File: config.mk
export PLATFORM = sky130hd
export DESIGN_NAME = ripemd256_compress_top
export DESIGN_NICKNAME = d
export VERILOG_FILES = /design/src/rtl/rmd256_pkg.sv /design/src/rtl/rmd256_ram.sv /design/src/rtl/rmd256_ctrl.sv /design/src/rtl/rmd256_dp.sv /design/src/rtl/ripemd256_compress_top.sv
export SDC_FILE = /design/constraint.sdc
export NUM_CORES = 2
export LEC_CHECK = 0
export BUFFER_PORTS_ARGS = -buffer_cell sky130_fd_sc_hd__buf_2
export CORE_ASPECT_RATIO = 0.9
export CORE_UTILIZATION = 30
export CTS_BUF_LIST = sky130_fd_sc_hd__clkbuf_8 sky130_fd_sc_hd__clkbuf_16
export DETAILED_ROUTE_END_ITERATION = 7
export GPL_TIMING_DRIVEN = 0
export SYNTH_ARGS = -nofsm -noshare
export SYNTH_HDL_FRONTEND = slang
export SYNTH_SLANG_ARGS = --single-unit
File: constraint.sdc
create_clock -name clk -period 9.4 [get_ports clk]
set_input_delay 0.47 -clock clk [delete_from_list [all_inputs] [get_ports clk]]
set_output_delay 0.47 -clock clk [all_outputs]
set_load 0.02 [all_outputs]
File: src/rtl/rmd256_pkg.sv
// shared types, constants and step tables for the ripemd-256 compression block
package rmd256_pkg;

	localparam int WordW = 32;
	localparam int Steps = 64;

	typedef enum logic [2:0] {
		ST_LOAD,
		ST_FETCH,
		ST_ROUND,
		ST_FOLD,
		ST_EMIT
	} ctrl_state_t;

	// controller to datapath commands
	typedef struct packed {
		logic       load_word;
		logic       init_chain;
		logic       begin_rounds;
		logic       fetch;
		logic       step;
		logic [5:0] step_idx;
		logic       fold;
		logic       out_load;
	} dp_cmd_t;

	localparam logic [WordW-1:0] INIT_CV [8] = '{
		32'h67452301, 32'hEFCDAB89, 32'h98BADCFE, 32'h10325476,
		32'h76543210, 32'hFEDCBA98, 32'h89ABCDEF, 32'h01234567};

	localparam logic [WordW-1:0] K_LEFT  [4] = '{32'h00000000, 32'h5A827999,
		32'h6ED9EBA1, 32'h8F1BBCDC};
	localparam logic [WordW-1:0] K_RIGHT [4] = '{32'h50A28BE6, 32'h5C4DD124,
		32'h6D703EF3, 32'h00000000};

	localparam logic [3:0] R_LEFT [64] = '{
		0, 1, 2, 3, 4, 5, 6, 7, 8, 9, 10, 11, 12, 13, 14, 15,
		7, 4, 13, 1, 10, 6, 15, 3, 12, 0, 9, 5, 2, 14, 11, 8,
		3, 10, 14, 4, 9, 15, 8, 1, 2, 7, 0, 6, 13, 11, 5, 12,
		1, 9, 11, 10, 0, 8, 12, 4, 13, 3, 7, 15, 14, 5, 6, 2};
	localparam logic [3:0] R_RIGHT [64] = '{
		5, 14, 7, 0, 9, 2, 11, 4, 13, 6, 15, 8, 1, 10, 3, 12,
		6, 11, 3, 7, 0, 13, 5, 10, 14, 15, 8, 12, 4, 9, 1, 2,
		15, 5, 1, 3, 7, 14, 6, 9, 11, 8, 12, 2, 10, 0, 4, 13,
		8, 6, 4, 1, 3, 11, 15, 0, 5, 12, 2, 13, 9, 7, 10, 14};
	localparam logic [4:0] S_LEFT [64] = '{
		11, 14, 15, 12, 5, 8, 7, 9, 11, 13, 14, 15, 6, 7, 9, 8,
		7, 6, 8, 13, 11, 9, 7, 15, 7, 12, 15, 9, 11, 7, 13, 12,
		11, 13, 6, 7, 14, 9, 13, 15, 14, 8, 13, 6, 5, 12, 7, 5,
		11, 12, 14, 15, 14, 15, 9, 8, 9, 14, 5, 6, 8, 6, 5, 12};
	localparam logic [4:0] S_RIGHT [64] = '{
		8, 9, 9, 11, 13, 15, 15, 5, 7, 7, 8, 11, 14, 14, 12, 6,
		9, 13, 15, 7, 12, 8, 9, 11, 7, 7, 12, 7, 6, 15, 13, 11,
		9, 7, 15, 11, 8, 6, 6, 14, 12, 13, 5, 14, 13, 13, 7, 5,
		15, 5, 8, 11, 14, 14, 6, 14, 6, 9, 12, 9, 12, 5, 15, 8};

	function automatic logic [WordW-1:0] bool_f(input logic [1:0] f,
		input logic [WordW-1:0] x, input logic [WordW-1:0] y,
		input logic [WordW-1:0] z);
		logic [WordW-1:0] r;
		case (f)
			2'd0:    r = x ^ y ^ z;
			2'd1:    r = (x & y) | (~x & z);
			2'd2:    r = (x | ~y) ^ z;
			default: r = (x & z) | (y & ~z);
		endcase
		return r;
	endfunction

	function automatic logic [WordW-1:0] rotl(input logic [WordW-1:0] v,
		input logic [4:0] n);
		logic [2*WordW-1:0] d;
		d = {v, v} << n;
		return d[2*WordW-1:WordW];
	endfunction

endpackage

File: src/rtl/rmd256_ram.sv
// generic single-port write, single read port ram with registered read
module rmd256_ram #(
	parameter int Width = 32,
	parameter int Depth = 16
) (
	input  logic                     clk,
	input  logic                     we,
	input  logic [$clog2(Depth)-1:0] waddr,
	input  logic [Width-1:0]         wdata,
	input  logic [$clog2(Depth)-1:0] raddr,
	output logic [Width-1:0]         rdata
);

	logic [Width-1:0] mem_q [Depth];

	// write port and registered read port
	always_ff @(posedge clk) begin
		if (we) begin
			mem_q[waddr] <= wdata;
		end
		rdata <= mem_q[raddr];
	end

endmodule

File: src/rtl/rmd256_ctrl.sv
// controller state machine: word loading, round sequencing, digest emission
module rmd256_ctrl (
	input  logic                clk,
	input  logic                arst_n,
	input  logic                in_valid,
	input  logic                in_start,
	input  logic                in_end,
	output logic                in_ready,
	input  logic                out_free,
	input  logic                out_taken,
	output rmd256_pkg::dp_cmd_t cmd,
	output logic [3:0]          word_cnt
);
	import rmd256_pkg::*;

	ctrl_state_t state_q, state_d;
	logic [3:0]  cnt_q;
	logic [5:0]  step_q;
	logic        end_q;
	logic [2:0]  emit_q;
	logic        acc;

	assign word_cnt = cnt_q;
	assign in_ready = (state_q == ST_LOAD);
	assign acc      = in_valid && in_ready;

	// next state
	always_comb begin
		state_d = state_q;
		unique case (state_q)
			ST_LOAD:  if (acc && cnt_q == 4'd15) state_d = ST_FETCH;
			ST_FETCH: state_d = ST_ROUND;
			ST_ROUND: if (step_q == 6'd63) state_d = ST_FOLD;
			ST_FOLD:  state_d = end_q ? ST_EMIT : ST_LOAD;
			ST_EMIT:  if (out_taken && emit_q == 3'd7) state_d = ST_LOAD;
			default:  state_d = ST_LOAD;
		endcase
	end

	// outputs
	always_comb begin
		cmd          = '0;
		cmd.step_idx = step_q;
		unique case (state_q)
			ST_LOAD: begin
				cmd.load_word  = acc;
				cmd.init_chain = acc && in_start && cnt_q == 4'd0;
			end
			ST_FETCH: begin
				cmd.fetch        = 1'b1;
				cmd.begin_rounds = 1'b1;
			end
			ST_ROUND: begin
				cmd.step  = 1'b1;
				cmd.fetch = 1'b1;
			end
			ST_FOLD: cmd.fold = 1'b1;
			ST_EMIT: cmd.out_load = out_free || out_taken;
			default: cmd = '0;
		endcase
	end

	// counters and state register
	always_ff @(posedge clk or negedge arst_n) begin
		if (!arst_n) begin
			state_q <= ST_LOAD;
			cnt_q   <= '0;
			step_q  <= '0;
			end_q   <= 1'b0;
			emit_q  <= '0;
		end else begin
			state_q <= state_d;
			if (acc) begin
				cnt_q <= cnt_q + 4'd1;
				end_q <= in_end;
			end
			if (state_q == ST_ROUND) step_q <= step_q + 6'd1;
			if (cmd.out_load) emit_q <= emit_q + 3'd1;
		end
	end

	// ready only while loading
	a_ready_load: assert property (@(posedge clk) disable iff (!arst_n)
		in_ready |-> state_q == ST_LOAD) else $error("ready outside load");
	// rounds start with step zero
	a_step_zero: assert property (@(posedge clk) disable iff (!arst_n)
		state_q == ST_FETCH |-> step_q == 6'd0) else $error("step not zero");
	// word count wraps before rounds
	a_cnt_wrap: assert property (@(posedge clk) disable iff (!arst_n)
		state_q == ST_FOLD |-> cnt_q == 4'd0) else $error("word count off");

endmodule

File: src/rtl/rmd256_dp.sv
// datapath: block word store, two line registers, chaining words, output register
module rmd256_dp (
	input  logic                clk,
	input  logic                arst_n,
	input  rmd256_pkg::dp_cmd_t cmd,
	input  logic [3:0]          word_cnt,
	input  logic [31:0]         in_word,
	input  logic                out_ready,
	output logic                out_valid,
	output logic [31:0]         out_word,
	output logic [2:0]          out_index,
	output logic                out_last,
	output logic                out_free,
	output logic                out_taken
);
	import rmd256_pkg::*;

	logic [WordW-1:0] cv_q [8];
	logic [WordW-1:0] l_q [4];
	logic [WordW-1:0] r_q [4];
	logic [WordW-1:0] nl [4];
	logic [WordW-1:0] nr [4];
	logic [WordW-1:0] swap;
	logic [WordW-1:0] xl, xr, tl, tr;
	logic [5:0]       fetch_idx;
	logic [1:0]       rnd;
	logic [3:0]       ra_l, ra_r;
	logic [2:0]       oidx_q;
	logic             vld_q;

	// two ram copies give one word per line per step
	assign fetch_idx = cmd.step ? cmd.step_idx + 6'd1 : 6'd0;
	assign ra_l = R_LEFT[fetch_idx];
	assign ra_r = R_RIGHT[fetch_idx];

	rmd256_ram #(.Width(WordW), .Depth(16)) u_ram_l (
		.clk(clk), .we(cmd.load_word), .waddr(word_cnt), .wdata(in_word),
		.raddr(ra_l), .rdata(xl));
	rmd256_ram #(.Width(WordW), .Depth(16)) u_ram_r (
		.clk(clk), .we(cmd.load_word), .waddr(word_cnt), .wdata(in_word),
		.raddr(ra_r), .rdata(xr));

	assign rnd = cmd.step_idx[5:4];

	// one step on each line
	assign tl = rotl(l_q[0] + bool_f(rnd, l_q[1], l_q[2], l_q[3]) + xl
		+ K_LEFT[rnd], S_LEFT[cmd.step_idx]);
	assign tr = rotl(r_q[0] + bool_f(2'd3 - rnd, r_q[1], r_q[2], r_q[3]) + xr
		+ K_RIGHT[rnd], S_RIGHT[cmd.step_idx]);

	// next line words, with the exchange after the last step of a round
	always_comb begin
		nl   = '{l_q[3], tl, l_q[1], l_q[2]};
		nr   = '{r_q[3], tr, r_q[1], r_q[2]};
		swap = nl[rnd];
		if (cmd.step_idx[3:0] == 4'd15) begin
			nl[rnd] = nr[rnd];
			nr[rnd] = swap;
		end
	end

	// working lines
	always_ff @(posedge clk) begin
		if (cmd.begin_rounds) begin
			for (int i = 0; i < 4; i++) begin
				l_q[i] <= cv_q[i];
				r_q[i] <= cv_q[i+4];
			end
		end else if (cmd.step) begin
			l_q <= nl;
			r_q <= nr;
		end
	end

	// chaining words
	always_ff @(posedge clk or negedge arst_n) begin
		if (!arst_n) begin
			cv_q <= INIT_CV;
		end else if (cmd.init_chain) begin
			cv_q <= INIT_CV;
		end else if (cmd.fold) begin
			for (int i = 0; i < 4; i++) begin
				cv_q[i]   <= cv_q[i] + l_q[i];
				cv_q[i+4] <= cv_q[i+4] + r_q[i];
			end
		end
	end

	// output register
	assign out_free  = !vld_q;
	assign out_taken = vld_q && out_ready;
	always_ff @(posedge clk or negedge arst_n) begin
		if (!arst_n) begin
			vld_q  <= 1'b0;
			oidx_q <= '0;
		end else if (cmd.out_load) begin
			vld_q  <= 1'b1;
			oidx_q <= oidx_q + 3'd1;
		end else if (out_taken) begin
			vld_q <= 1'b0;
		end
	end
	always_ff @(posedge clk) begin
		if (cmd.out_load) begin
			out_word  <= cv_q[oidx_q];
			out_index <= oidx_q;
			out_last  <= oidx_q == 3'd7;
		end
	end
	assign out_valid = vld_q;

	// output never loaded over a waiting word
	a_no_overrun: assert property (@(posedge clk) disable iff (!arst_n)
		cmd.out_load |-> (!vld_q || out_ready)) else $error("output overrun");
	// fold never overlaps a step
	a_fold_alone: assert property (@(posedge clk) disable iff (!arst_n)
		!(cmd.fold && cmd.step)) else $error("fold during step");
	// chain reload only during word loading
	a_init_load: assert property (@(posedge clk) disable iff (!arst_n)
		cmd.init_chain |-> cmd.load_word) else $error("stray reload");

endmodule

File: src/rtl/ripemd256_compress_top.sv
// top level of the ripemd-256 compression block
//  channel | dir | handshake                | payload
//  s_axis  | in  | s_axis_tvalid/tready     | tdata message_word, tuser start/end
//  m_axis  | out | m_axis_tvalid/tready     | tdata digest_word/index, tlast
// words 1..15 of a block are taken while loading; the 16th is followed by
// a busy phase (fetch, 64 steps with one step per line, fold).
// a digest adds eight output transactions, one per cycle without stall.
// reset is asynchronous, active low; chaining words return to their initial values.
// output stalls hold the emission; input is taken only while loading words.
module ripemd256_compress_top (
	input  logic        clk,
	input  logic        arst_n,
	input  logic        s_axis_tvalid,
	output logic        s_axis_tready,
	input  logic [31:0] s_axis_tdata,  // message_word
	input  logic [1:0]  s_axis_tuser,  // start_message, end_message
	output logic        m_axis_tvalid,
	input  logic        m_axis_tready,
	output logic [39:0] m_axis_tdata,  // digest_word, digest_index, 5 zero bits
	output logic        m_axis_tlast   // digest_last
);
	import rmd256_pkg::*;

	dp_cmd_t     cmd;
	logic [3:0]  word_cnt;
	logic        out_free, out_taken;
	logic [31:0] dw;
	logic [2:0]  di;

	rmd256_ctrl u_ctrl (
		.clk(clk), .arst_n(arst_n), .in_valid(s_axis_tvalid),
		.in_start(s_axis_tuser[0]), .in_end(s_axis_tuser[1]),
		.in_ready(s_axis_tready), .out_free(out_free), .out_taken(out_taken),
		.cmd(cmd), .word_cnt(word_cnt));

	rmd256_dp u_dp (
		.clk(clk), .arst_n(arst_n), .cmd(cmd), .word_cnt(word_cnt),
		.in_word(s_axis_tdata), .out_ready(m_axis_tready),
		.out_valid(m_axis_tvalid), .out_word(dw), .out_index(di),
		.out_last(m_axis_tlast), .out_free(out_free), .out_taken(out_taken));

	assign m_axis_tdata = {5'd0, di, dw};

endmodule

==> results.yml <==
route:
  routed_wl_um: 483200
  viasPerCell: 6.256
  antenna_left: 0
  num_vias: 78840
  first_iter_violations: 12090
  dr.pass1.iters: 8
  wl_per_cell_um: 38.34
  drc: 1
yosys:
  ys_top_cells_by_area: "edfxtp_1 29%, mux2i_1 13%, ha_1 6.1%, dfrtp_1 4.4%, dfstp_2 4.0%"
  yosys.area.top_type_share: 0.2859
  synth.top_cells.by_count: "1,137 x mux2i_1, 804 x edfxtp_1, 627 x a21oi_1"
  ys_warn_count: 0
  synth_most_common_cell: "mux2i_1"
  ys_seq_area_frac: 0.3850
  synthCells: 8344
  syn-mean-instance-area_um2: 10.12
  synth_edf_count: 804
  synth_area_um2: 84450
  synth-main-ff-cell: "edfxtp_1"
  synth_area_leader_cell: "edfxtp_1"
  synth.distinct_cells: 126
  synthArstFlopShare: 0.2419
  ys_seq_elements: 1145
run_status:
  status: "finished with violations"
  violations: "design-rule violations, max-capacitance violations, max-slew violations, negative setup slack"
critical_path:
  worst-setup-path-type: "flop to flop"
  crit_path_max_incr_delay_ns: 1.14
  cp-end-kind: "flop"
  worst_ep_arrival_time_ns: 10.19
  crit_required_ns: 9.97
  cpLargestDelayFamily: "compound AO/OA/AOI/OAI gates"
  cp-start-kind: "flop"
  cp_max_fo: 12
  crit_buf_inv: 10
  slowest_stage: "a222oi_1"
final_layout:
  nets: 9302
  drive_gt1_frac: 0.1442
  fin_cells: 12600
  syn_to_final_growth_pct: 16.50
  fin_util: 0.3520
  final.fill_count: 28040
global_routing:
  grt_max_degree: 108
  overflow: 0
  grt_pass1_wl_um: 639100
  antenna_found_initial: 79
  grt_usage: 0.3288
  grt_pass1_vias: 72870
placed_design:
  dp_hpwl_um: 371400
  dp_cells: 12210
  place.gp.congestion: 1.094
  portBuffers: 75
floorplan:
  die_h_um: 505.3
  die_w_um: 561.3
  io_pins: 81
  start_util: 0.3021
  dieArea_um2: 283600
  coreArea_um2: 279500
  rows: 184
sta:
  fin_crit_sh: 1.024
  timing.hold.ws_ns: 0.2715
  slew_violations: 309
  max_slew_margin: -0.1396
  period_needed_ns: 9.621
  hold_viol_final: 0
  worst_slew_pin_slew_ns: 1.709
  clock.fmax_mhz: 103.9
  fin_worst_skew_ns: 0.1173
  setup_viol: 42
  finalWorstSetupSlack_ns: -0.2210
  rsz0062_at_grt: "false"
clock_tree:
  clockBufferDepth: 4
  root_buffer: "clkbuf_16"
  htree_levels: 4
  cts_tree: "yes"
  cts_buffers: 148
  cts_sinks: 1145
  path_clk_slew_ns: 0.07
  clock_latency_ns: 0.90
power_and_ir_drop:
  power.static_leakage_nw: 39.59
  vdd_drop_max_v: 0.0002420
  power.density_nw_per_um2: 285.6
run:
  drv_cap: 33
worst_hold_path:
  min_path_type: "input pin to flop"
-- flip-flops by register name, summed over array words and instances, names as in the netlist, 3 cells and up --
register / flops
u_ctrl.emit_q: 3
u_dp.u_ram_l.rdata: 32
u_dp.cv_q: 256
u_ctrl.state_q: 3
u_dp.out_word: 32
u_dp.u_ram_r.rdata: 32
u_ctrl.step_q: 6
u_dp.r_q: 128
u_dp.oidx_q: 3
u_dp.out_index: 3
u_dp.l_q: 128
u_ctrl.word_cnt: 4
u_dp.u_ram_r.mem_q: 512
-- metal layers --
layer | GRT usage | part of all wire
met1 | 0.4228 | 0.40
met2 | 0.4593 | 0.40
met3 | 0.1313 | 0.13
met4 | 0.1946 | 0.074
met5 | 0.01081 | 0.0022
-- power by group --
part,switching (mW),internal [mW],total [mW]
logic,9.75,5.05,14.8
registers,1.04,6.30,7.34
clock network,2.54,3.43,5.96
total,13.3,14.8,28.1
-- kinds of logic after synthesis --
family | count (synthesis) | share of synthesized area
other | 1 | 0.00004441
muxes | 1301 | 0.1656
DFF | 1145 | 0.3850
AOI/OAI and AO/OA | 2304 | 0.1813
buffers and inverters | 891 | 0.04420
and+or+nand+nor | 1850 | 0.1008
xor gates and xnor gates | 317 | 0.03297
adders and majority gates | 535 | 0.09002
-- placed cells by master, fill, tap and decap left out, drive strengths merged, types with 121 or more instances in the layout --
cell,n
xnor2,150
inv,434
clkbuf,451
dfrtp,149
nand3,169
xor2,167
o21ai,525
dfstp,128
buf,416
fa,121
mux2i,1139
nand2,619
ha,414
edfxtp,804
a21oi,632
nor2,535
nor3,131
-- stage by stage --
stage	instance area, um^2	TNS [ns]	worst slack [ns]	total power, mW
3_5_place_dp	90760	-1262.18	-6.212	20.32
3_3_place_gp	89490	-4136.29	-7.694	20.19
5_1_grt	98290	0	0.007488	28.77
2_1_floorplan	84460	0	1.027	14.81
4_1_cts	97580	0	0.001292	26.92
6_report	98380	-2.861	-0.2210	28.10
-- worst register-to-register path: cells and delay by family, from the launching register on --
kind	cells	cell delay [ns]
AOI/OAI and AO/OA	11	4.17
buffers and inverters	10	2.02
adders and majority gates	4	1.82
and+or+nand+nor	4	0.95
DFF	1	0.39
-- final timing paths --
path	startpoint	endpoint	slack [ns]	depth (start not counted)
max in group asynchronous	arst_n	u_dp.cv_q[238]	7.80	3
worst min register to register	u_ctrl.end_q	u_ctrl.state_q[2]	0.47	1
worst max-delay path	u_ctrl.state_q[2]	u_dp.l_q[115]	-0.22	29
worst max register to register	u_ctrl.state_q[2]	u_dp.l_q[115]	-0.22	29
worst min-delay path	s_axis_tuser[0]	u_dp.cv_q[31]	0.27	6
min in group asynchronous	arst_n	u_dp.cv_q[62]	0.32	2
-- cell type report --
cell class | count | area, um^2 | share of cell area
clock buffers | 172 | 4079 | 0.04146
diodes | 42 | 105.1 | 0.001068
repair buffers | 235 | 2376 | 0.02415
clock inverters | 90 | 773.2 | 0.007860
multi-input cells | 6312 | 49840 | 0.5066
inverters | 392 | 1484 | 0.01508
flip-flops and latches | 1145 | 32520 | 0.3305
well taps | 3720 | 4654 | 0.04731
plain buffers | 495 | 2549 | 0.02591
-- what timing repair did --
item	CTS	global route
resized for setup	343	95
pin swaps	31	35
endpoints found under the setup margin	256	206
hold buffers	35	0
buffers inserted	37	20
hold endpoints to repair	485	0
Power figures use the tool's default switching activity.
